## config.mk

```make
export PLATFORM = sky130hd
export DESIGN_NAME = supply_voltage_from_reference_avg
export DESIGN_NICKNAME = d
export VERILOG_FILES = /design/src/hw/rtl/svfra_pkg.sv /design/src/hw/rtl/supply_voltage_from_reference_avg.sv /design/src/hw/rtl/svfra_div.sv
export VERILOG_INCLUDE_DIRS = /design/src /design/src/hw/rtl
export SDC_FILE = /design/constraint.sdc
export NUM_CORES = 1
export LEC_CHECK = 0
export BUFFER_PORTS_ARGS = -buffer_cell sky130_fd_sc_hd__buf_2
export CAP_MARGIN = 20
export CORE_ASPECT_RATIO = 0.6
export CORE_MARGIN = 3
export CORE_UTILIZATION = 66
export DETAILED_ROUTE_END_ITERATION = 8
export PLACE_DENSITY_LB_ADDON = 0.1
export SYNTH_ARGS = -nofsm -noshare
export SYNTH_HDL_FRONTEND = slang
export SYNTH_SLANG_ARGS = --single-unit
```

## constraint.sdc

```tcl
create_clock -name clk -period 7.5 [get_ports clk]
set_clock_uncertainty 0.05 [all_clocks]
set_input_delay 1.5 -clock clk [delete_from_list [all_inputs] [get_ports clk]]
set_output_delay 1.5 -clock clk [all_outputs]
set_load 0.05 [all_outputs]
```

## src/hw/rtl/supply_voltage_from_reference_avg_assert.svh

```systemverilog
// assertion macros used by the top rtl file
`ifndef SUPPLY_VOLTAGE_FROM_REFERENCE_AVG_ASSERT_SVH
`define SUPPLY_VOLTAGE_FROM_REFERENCE_AVG_ASSERT_SVH

`ifndef NO_ASSERTIONS
// checked outside reset
`define SVFRA_ASSERT(lbl, prop) \
  lbl: assert property (@(posedge clk) disable iff (!rst_n) prop) \
    else $error("svfra assertion failed");
// checked on every edge, reset included
`define SVFRA_ASSERT_ALWAYS(lbl, prop) \
  lbl: assert property (@(posedge clk) prop) \
    else $error("svfra assertion failed");
`else
`define SVFRA_ASSERT(lbl, prop)
`define SVFRA_ASSERT_ALWAYS(lbl, prop)
`endif

`endif

```

## src/hw/rtl/svfra_pkg.sv

```systemverilog
package svfra_pkg;

  localparam int CAL_W       = 12;
  localparam int RAW_W       = 12;
  localparam int MV_W        = 16;
  localparam int NUM_W       = 24;  // 3000 * 4095 fits in 24 bits
  localparam int COUNT_OUT_W = 5;
  localparam int MV_SCALE    = 3000;

  localparam logic [CAL_W-1:0] CAL_RESET = 12'd1671;
  localparam logic [MV_W-1:0]  MV_SAT    = 16'hFFFF;

  localparam logic OP_CONV  = 1'b0;
  localparam logic OP_CLEAR = 1'b1;

  typedef struct packed {
    logic             op;
    logic [RAW_W-1:0] raw_sample;
  } in_word_t;

  typedef struct packed {
    logic [MV_W-1:0]        sample_mv;
    logic [MV_W-1:0]        average_mv;
    logic [COUNT_OUT_W-1:0] sample_count;
    logic                   buffer_full;
    logic                   sample_dropped;
    logic                   saturated;
  } out_word_t;

  typedef struct packed {
    logic start;
  } div_ctl_t;

  typedef struct packed {
    logic busy;
    logic last;  // final quotient bit is taken at this edge
  } div_sts_t;

endpackage

```

## src/hw/rtl/supply_voltage_from_reference_avg.sv

```systemverilog
// channel  | direction | handshake          | word
// ---------+-----------+--------------------+---------------------------------
// in_      | in        | in_valid/in_stall  | in_word_t: op, raw_sample
// out_     | out       | out_valid/out_stall| out_word_t: mv, average, count,
//          |           |                    |   full, dropped, saturated flags
// cfg_     | in        | cfg_wr_en          | cfg_wr_data: reference calibration
//
// conversion: accepted, 24 quotient bits on the restoring divider, then the
// finish state; the next word is accepted once the block is back in idle
// clear, dropped and zero-reading words skip the divider and go to finish
// reset (rst_n low, synchronous) empties average and count, calibration
// returns to 1671, and no result is pending
// a stalled result holds in the output register; the next word is still
// accepted, and its finish waits until the output register frees

`include "supply_voltage_from_reference_avg_assert.svh"

module supply_voltage_from_reference_avg #(
  parameter int BUFFER_DEPTH = 16
) (
  input  logic                          clk,
  input  logic                          rst_n,
  input  logic                          in_valid,
  output logic                          in_stall,
  input  svfra_pkg::in_word_t           in_word,
  output logic                          out_valid,
  input  logic                          out_stall,
  output svfra_pkg::out_word_t          out_word,
  input  logic                          cfg_wr_en,
  input  logic [svfra_pkg::CAL_W-1:0]   cfg_wr_data
);
  import svfra_pkg::*;

  // count must hold the depth itself
  localparam int CNT_W = $clog2(BUFFER_DEPTH + 1);

  typedef enum logic [2:0] {
    ST_IDLE = 3'b001,
    ST_DIV  = 3'b010,
    ST_FIN  = 3'b100
  } state_t;

  state_t           state_r, state_nxt;
  logic [CAL_W-1:0] cal_r;
  logic [MV_W-1:0]  avg_r, avg_nxt;
  logic [CNT_W-1:0] cnt_r, cnt_nxt;
  logic             op_r;
  logic [RAW_W-1:0] raw_r;
  logic             out_valid_r, out_valid_nxt;
  out_word_t        out_word_r, out_word_nxt;

  logic             accept;
  logic             full;
  logic             out_free;
  logic             out_load;
  logic [NUM_W-1:0] numer;
  logic [NUM_W-1:0] quotient;
  logic             sat;
  logic [MV_W-1:0]  mv;
  logic [MV_W:0]    avg_sum;
  logic [CNT_W+COUNT_OUT_W-1:0] cnt_wide;
  div_ctl_t         div_ctl;
  div_sts_t         div_sts;

  assign in_stall = (state_r != ST_IDLE);
  assign accept   = in_valid && !in_stall;
  assign full     = (cnt_r >= CNT_W'(BUFFER_DEPTH));
  assign out_free = !out_valid_r || !out_stall;
  assign out_load = (state_r == ST_FIN) && out_free;

  // scale once per conversion, registered inside the divider at start
  assign numer = NUM_W'(cal_r) * NUM_W'(MV_SCALE);

  // a zero reading skips the divider and saturates directly
  assign div_ctl.start = accept && (in_word.op == OP_CONV) && !full
                         && (in_word.raw_sample != '0);

  svfra_div u_div (
    .clk      (clk),
    .rst_n    (rst_n),
    .ctl      (div_ctl),
    .numer    (numer),
    .denom    (in_word.raw_sample),
    .sts      (div_sts),
    .quotient (quotient)
  );

  // saturate on zero reading or quotient past 16 bits
  assign sat     = (raw_r == '0) || (quotient[NUM_W-1:MV_W] != '0);
  assign mv      = sat ? MV_SAT : quotient[MV_W-1:0];
  assign avg_sum = {1'b0, avg_r} + {1'b0, mv};

  always_comb begin
    state_nxt     = state_r;
    avg_nxt       = avg_r;
    cnt_nxt       = cnt_r;
    out_valid_nxt = out_valid_r && out_stall;
    out_word_nxt  = out_word_r;
    cnt_wide      = '0;

    case (state_r)
      ST_IDLE: begin
        if (div_ctl.start) begin
          state_nxt = ST_DIV;
        end else if (accept) begin
          state_nxt = ST_FIN;
        end
      end
      ST_DIV: begin
        if (div_sts.last) begin
          state_nxt = ST_FIN;
        end
      end
      ST_FIN: begin
        if (out_free) begin
          out_word_nxt = '0;
          if (op_r == OP_CLEAR) begin
            avg_nxt = '0;
            cnt_nxt = '0;
          end else if (full) begin
            out_word_nxt.sample_dropped = 1'b1;
          end else begin
            // halving average, in arrival order
            avg_nxt                = avg_sum[MV_W:1];
            cnt_nxt                = cnt_r + CNT_W'(1);
            out_word_nxt.sample_mv = mv;
            out_word_nxt.saturated = sat;
          end
          cnt_wide                    = {{COUNT_OUT_W{1'b0}}, cnt_nxt};
          out_word_nxt.average_mv     = avg_nxt;
          out_word_nxt.sample_count   = cnt_wide[COUNT_OUT_W-1:0];
          out_word_nxt.buffer_full    = (cnt_nxt >= CNT_W'(BUFFER_DEPTH));
          out_valid_nxt               = 1'b1;
          state_nxt                   = ST_IDLE;
        end
      end
      default: begin
        state_nxt = ST_IDLE;
      end
    endcase
  end

  always_ff @(posedge clk) begin
    if (!rst_n) begin
      state_r     <= ST_IDLE;
      cal_r       <= CAL_RESET;
      avg_r       <= '0;
      cnt_r       <= '0;
      out_valid_r <= 1'b0;
    end else begin
      state_r     <= state_nxt;
      avg_r       <= avg_nxt;
      cnt_r       <= cnt_nxt;
      out_valid_r <= out_valid_nxt;
      if (cfg_wr_en) begin
        cal_r <= cfg_wr_data;
      end
    end
  end

  always_ff @(posedge clk) begin
    out_word_r <= out_word_nxt;
    if (accept) begin
      op_r  <= in_word.op;
      raw_r <= in_word.raw_sample;
    end
  end

  assign out_valid = out_valid_r;
  assign out_word  = out_word_r;

  `SVFRA_ASSERT(a_cnt_bound, cnt_r <= CNT_W'(BUFFER_DEPTH))
  `SVFRA_ASSERT(a_div_in_div_state, div_sts.busy |-> state_r == ST_DIV)
  `SVFRA_ASSERT(a_accept_leaves_idle, accept |=> state_r != ST_IDLE)
  `SVFRA_ASSERT(a_drop_means_full,
    out_valid_r && out_word_r.sample_dropped |-> out_word_r.buffer_full)
  `SVFRA_ASSERT(a_sat_value, out_valid_r && out_word_r.saturated |->
    out_word_r.sample_mv == MV_SAT)
  `SVFRA_ASSERT_ALWAYS(a_reset_no_result, !rst_n |=> !out_valid_r)

endmodule

```

## src/hw/rtl/svfra_div.sv

```systemverilog
module svfra_div (
  input  logic                          clk,
  input  logic                          rst_n,
  input  svfra_pkg::div_ctl_t           ctl,
  input  logic [svfra_pkg::NUM_W-1:0]   numer,
  input  logic [svfra_pkg::RAW_W-1:0]   denom,
  output svfra_pkg::div_sts_t           sts,
  output logic [svfra_pkg::NUM_W-1:0]   quotient
);
  import svfra_pkg::*;

  localparam int STEP_W = $clog2(NUM_W);

  logic              busy_r, busy_nxt;
  logic [STEP_W-1:0] step_r, step_nxt;
  logic [RAW_W-1:0]  rem_r, rem_nxt;
  logic [NUM_W-1:0]  quo_r, quo_nxt;
  logic [RAW_W-1:0]  den_r, den_nxt;

  logic [RAW_W:0]    rem_sh;
  logic [RAW_W+1:0]  diff;
  logic              fits;
  logic              last;

  // one restoring step per cycle, msb first
  always_comb begin
    rem_sh = {rem_r, quo_r[NUM_W-1]};
    diff   = {1'b0, rem_sh} - {2'b00, den_r};
    fits   = !diff[RAW_W+1];
    last   = busy_r && (step_r == STEP_W'(NUM_W-1));

    busy_nxt = busy_r;
    step_nxt = step_r;
    rem_nxt  = rem_r;
    quo_nxt  = quo_r;
    den_nxt  = den_r;
    if (ctl.start) begin
      busy_nxt = 1'b1;
      step_nxt = '0;
      rem_nxt  = '0;
      quo_nxt  = numer;
      den_nxt  = denom;
    end else if (busy_r) begin
      rem_nxt  = fits ? diff[RAW_W-1:0] : rem_sh[RAW_W-1:0];
      quo_nxt  = {quo_r[NUM_W-2:0], fits};
      step_nxt = step_r + STEP_W'(1);
      if (last) begin
        busy_nxt = 1'b0;
      end
    end
  end

  always_ff @(posedge clk) begin
    if (!rst_n) begin
      busy_r <= 1'b0;
      step_r <= '0;
    end else begin
      busy_r <= busy_nxt;
      step_r <= step_nxt;
    end
  end

  always_ff @(posedge clk) begin
    rem_r <= rem_nxt;
    quo_r <= quo_nxt;
    den_r <= den_nxt;
  end

  assign sts.busy = busy_r;
  assign sts.last = last;
  assign quotient = quo_r;

endmodule

```

# Word level (Yosys, flattened, before mapping)
# Cells that the tools add are included.
# op_classes
n_eq_ne	8
n_mux	21
order_cmp	2
n_reduce_logical	21
multipliers	1
add_sub_neg	4
n_bitwise	2
# ops
operator	count
$mux W16	3
$mux W24	2
$mul A12 B9 Y21 const B	1
$mux W5	4
$add A16 B16 Y17	1
$sub A13 B12 Y14	1
$logic_not A12 Y1	1
$mux W12	1
$mux W3	4
$reduce_bool A12 Y1	1
$add A5 B1 Y5 const B	2
$ge A5 B5 Y1 const B	2
$pmux W3 S3	1
$reduce_bool A8 Y1	1
$logic_and A1 B1 Y1	6
$mux W1	6
$eq A5 B5 Y1 const B	1
$logic_not A1 Y1	5
$reduce_or A2 Y1	2
$eq A3 B1 Y1 const B	1
$eq A3 B2 Y1 const B	1
$eq A3 B3 Y1 const B	1
$ne A3 B1 Y1 const B	1
$ne A3 B3 Y1 const B	1
7 further kinds	9
# totals
out_inout_bits	42
reg_bits	144
input_bits	30

# Logic depth before layout (Yosys ltp)
# depth
ltp_word	8
depth_mapped	17

# Cells and area by module
# From an unflattened synthesis, not the netlist that was laid out.
# hier_totals
cells_unflattened	917
area_unflattened_um2	9596.7
# modules_own_cells
module	cells_each	area_each_um2	seq_area_each_um2	instances
supply_voltage_from_reference_avg	669	6776.5	2302.2	1
svfra_div	248	2820.2	1441.4	1

# Worst setup path after synthesis
# OpenSTA, ideal clock, no wires.
# synth_timing
path_type	register to register
from	register cal_r[4]
to	register u_div.quo_r[21] (netlist: u_div.quotient[21]) (data pin)
n_path_buf	0
arrival_ps	4366
path_slack_ps	2828
required_time_ps	7194
stages_incl_launch_ff	18
path_cell_list	dfxtp_1 -> fa_1 -> inv_1 -> fa_1 -> inv_1 -> ha_1 -> inv_1 -> fa_1 -> inv_1 -> ha_1 -> a21o_1 -> a21o_1 -> a2111oi_1 -> o21ai_1 -> nand3_1 -> a31oi_1 -> or3_1 -> a31o_2
# synth_between
elab_chain_len	2
# synth_lines
item	line_no	text
start: declaration	supply_voltage_from_reference_avg.sv:44	logic [CAL_W-1:0] cal_r;
start signal: assignment	supply_voltage_from_reference_avg.sv:156	cal_r <= cfg_wr_data;
$mul A12 B9 Y21	supply_voltage_from_reference_avg.sv:72	assign numer = NUM_W'(cal_r) * NUM_W'(MV_SCALE);
$mux W24	svfra_div.sv:37	if (ctl.start) begin
named net u_div.quo_nxt[21]	svfra_div.sv:17	logic [NUM_W-1:0] quo_r, quo_nxt;
end signal: assignment	svfra_div.sv:65	quo_r <= quo_nxt;
end: declaration	svfra_div.sv:17	
# The timed path passes the listed nets, and every way through them passes these cells.
# A chain may end at the register's enable or synchronous reset.

# Final worst setup path
# Same ends and word-level chain as after synthesis.

==> metrics.txt <==
status finished clean; starting density of the core 0.6867; post-CTS sizing 0; via count ~7.0k; PwrDens 331.2 mW/mm2; CTS tree done; ANT nets after route 0; Avg Cell Area, Syn 10.05 um2; total power 3519 uW; Max Buffers Root-to-Sink 2; drt wl/cell 16.44 um; Post-synth EDFFs 85; Clock power frac 0.234; worst rel slew slack 0.3784; CTS clock-pin slew for the worst setup and hold paths 70 ps; gr ovfl total 0; Area Overhead vs Synth 11.51%; GPL Wtd Cong 0.9295; Crit Path Class reg -> reg; Clock Root Buffer clkbuf_16; Seq pwr share 0.300; Worst Tran Pin Value 930.2 ps; I/O Buffers 71; Die Span Y between 90 and 100 um; 1st-iter DRT viols 555; IO Count 72; Critical Path Fanout Max 8; max-capacitance violation count 0; FILL cells 949; hold_buf cts 0; Syn Nets 1115; Critical Path End Type flip-flop; crit path DAT 5290 ps; Fmax approximately 0.19 GHz; pin count of the biggest net entering global routing 53; Lkg Pwr 0.004712 uW; Vias/cell 5.744; fin. max-slew vios 0; Post-Place Cell Area 0.01005 mm2; combinational power share 0.466; period utilisation layout 0.6886; htree depth 4; gr usage total 0.2601; utilization after layout 0.7657; final HPWL from detailed placement 14760 um; synth unique cells 65; Setup TNS Final 0 ps; DRC viols 0; initial antenna violation count 0; Die Wd 161.1 um; vias in the first global route 6565; n_diodes 0; WHS 442.9 ps; DR pass1 iterations 5; clk sinks about 140; Core Box Area 0.01387 mm2; Yosys reg bits 143; CTS buffer count 17; post-layout min period 5164 ps; Rows 33; full die area about 0.016 mm2; clk_lat worst skew approximately 420 ps; Mapped Area roughly 0.0095 mm2; share of the yosys chip area belonging to registers 0.3898; worst vdd ir ~0.00025 V; layout cells sized above 1 0.1373; Yosys Warn Count 0; Synth Flop Type edfxtp_1; async set or reset register ratio after synthesis 0; Routed WL 20040 um; worst min-delay path category reg -> reg; Sw Ratio 0.4063; Final Cell Area ~0.011 mm2; RSZ-0062 raised after global routing no; crit start category flip-flop; first-pass GRT wire length approximately 33000 um; Gate Count Post-Synth 948; setup violators final 0; # Post-CTS Setup Buffers 0; CP required roughly 7600 ps; P_int 2089 uW; switching power 1430 uW; final-report hold violation count 0; nets roughly 1.2k
## per-layer routing
metal  GRT usage  up-vias  routed length (um)
met5           0        -                   0
met4     0.04957        0                 203
met2      0.3824      233                8569
li1            -     3412                   -
met1      0.4134     3335                9947
met3     0.03864       22                1323
## power by group through the flow
stage	Sequential [uW]	Clock [uW]	Combinational, uW
final	1060	824	1640
after global placement	1060	0	1550
after floorplan	1070	0	1250
after CTS	1050	829	1630
after global routing	1070	862	1840
after detailed placement	1070	0	1600
## logic make-up after synthesis
family | synth area share
fa+ha+maj | 0.2193
compound gates | 0.1233
xor+xnor | 0.03034
buf+inv | 0.07026
flops | 0.3898
mux | 0.02850
simple gates | 0.1384
## cell usage after synthesis, drive strengths merged (20+ instances only)
cell	instances	share of area
nand3	36	0.019
o21ai	48	0.025
nand2	59	0.023
dfxtp	58	0.12
inv	143	0.056
clkbuf	22	0.0087
or2	20	0.013
nor2	55	0.022
fa	50	0.11
a21oi	28	0.015
edfxtp	85	0.27
ha	87	0.11
mux2i	26	0.027
## layout make-up
type	count	area, um2	share of cell area
Sequential cell	143	3714	0.3496
Timing Repair Buffer	79	415.4	0.03910
Multi-Input combinational cell	629	5144	0.4842
Inverter	144	540.5	0.05088
Tap cell	192	240.2	0.02261
Clock inverter	15	143.9	0.01355
Clock buffer	17	425.4	0.04005
## critical path: stages (launching register included)
cell       delay (ps)
dfxtp_1           420
fa_1              570
inv_1              50
fa_1              500
inv_1              40
ha_1              270
inv_1              50
fa_1              520
inv_1              40
ha_1              340
a21o_1            200
a21o_1            200
a2111oi_1         570
o21ai_1           240
nand3_1           180
a31oi_1           120
or3_1             320
a31o_2            240
## state kept, by name, summed over array words and instances, names as in the netlist, 12 cells and up
| register | cells |
|---|---|
| out_word | 39 |
| u_div.quotient | 24 |
| raw_r | 12 |
| avg_r | 16 |
| u_div.den_r | 12 |
| u_div.rem_r | 12 |
| cal_r | 12 |
## path summary, 6_finish.rpt
path | start | endpoint | slack [ps] | cells after the start
max | cal_r[4] | u_div.quotient[21] | 2340 | 17
min | avg_r[3] | avg_r[3] | 440 | 2
max reg2reg | cal_r[4] | u_div.quotient[21] | 2340 | 17
min reg2reg | avg_r[3] | avg_r[3] | 440 | 2
## metrics by stage
step / instances / worst slack (ps)
final: 1219 / 2336
after global routing: 1219 / 2069
after CTS: 1219 / 2327
after detailed placement: 1187 / 2393
after global placement: 1187 / 2507
after floorplan: 948 / 2828
## placed cells by master (no fill, tap or decap), types with 18 or more instances in the layout
cell and count:
inv_1 142, ha_1 87, edfxtp_1 85, buf_2 71
nand2_1 59, dfxtp_1 58, nor2_1 55, fa_1 50
o21ai_0 45, nand3_1 36, a21oi_1 28, mux2i_1 26
or2_2 20, and2_1 18
Power figures use the tool's default switching activity.
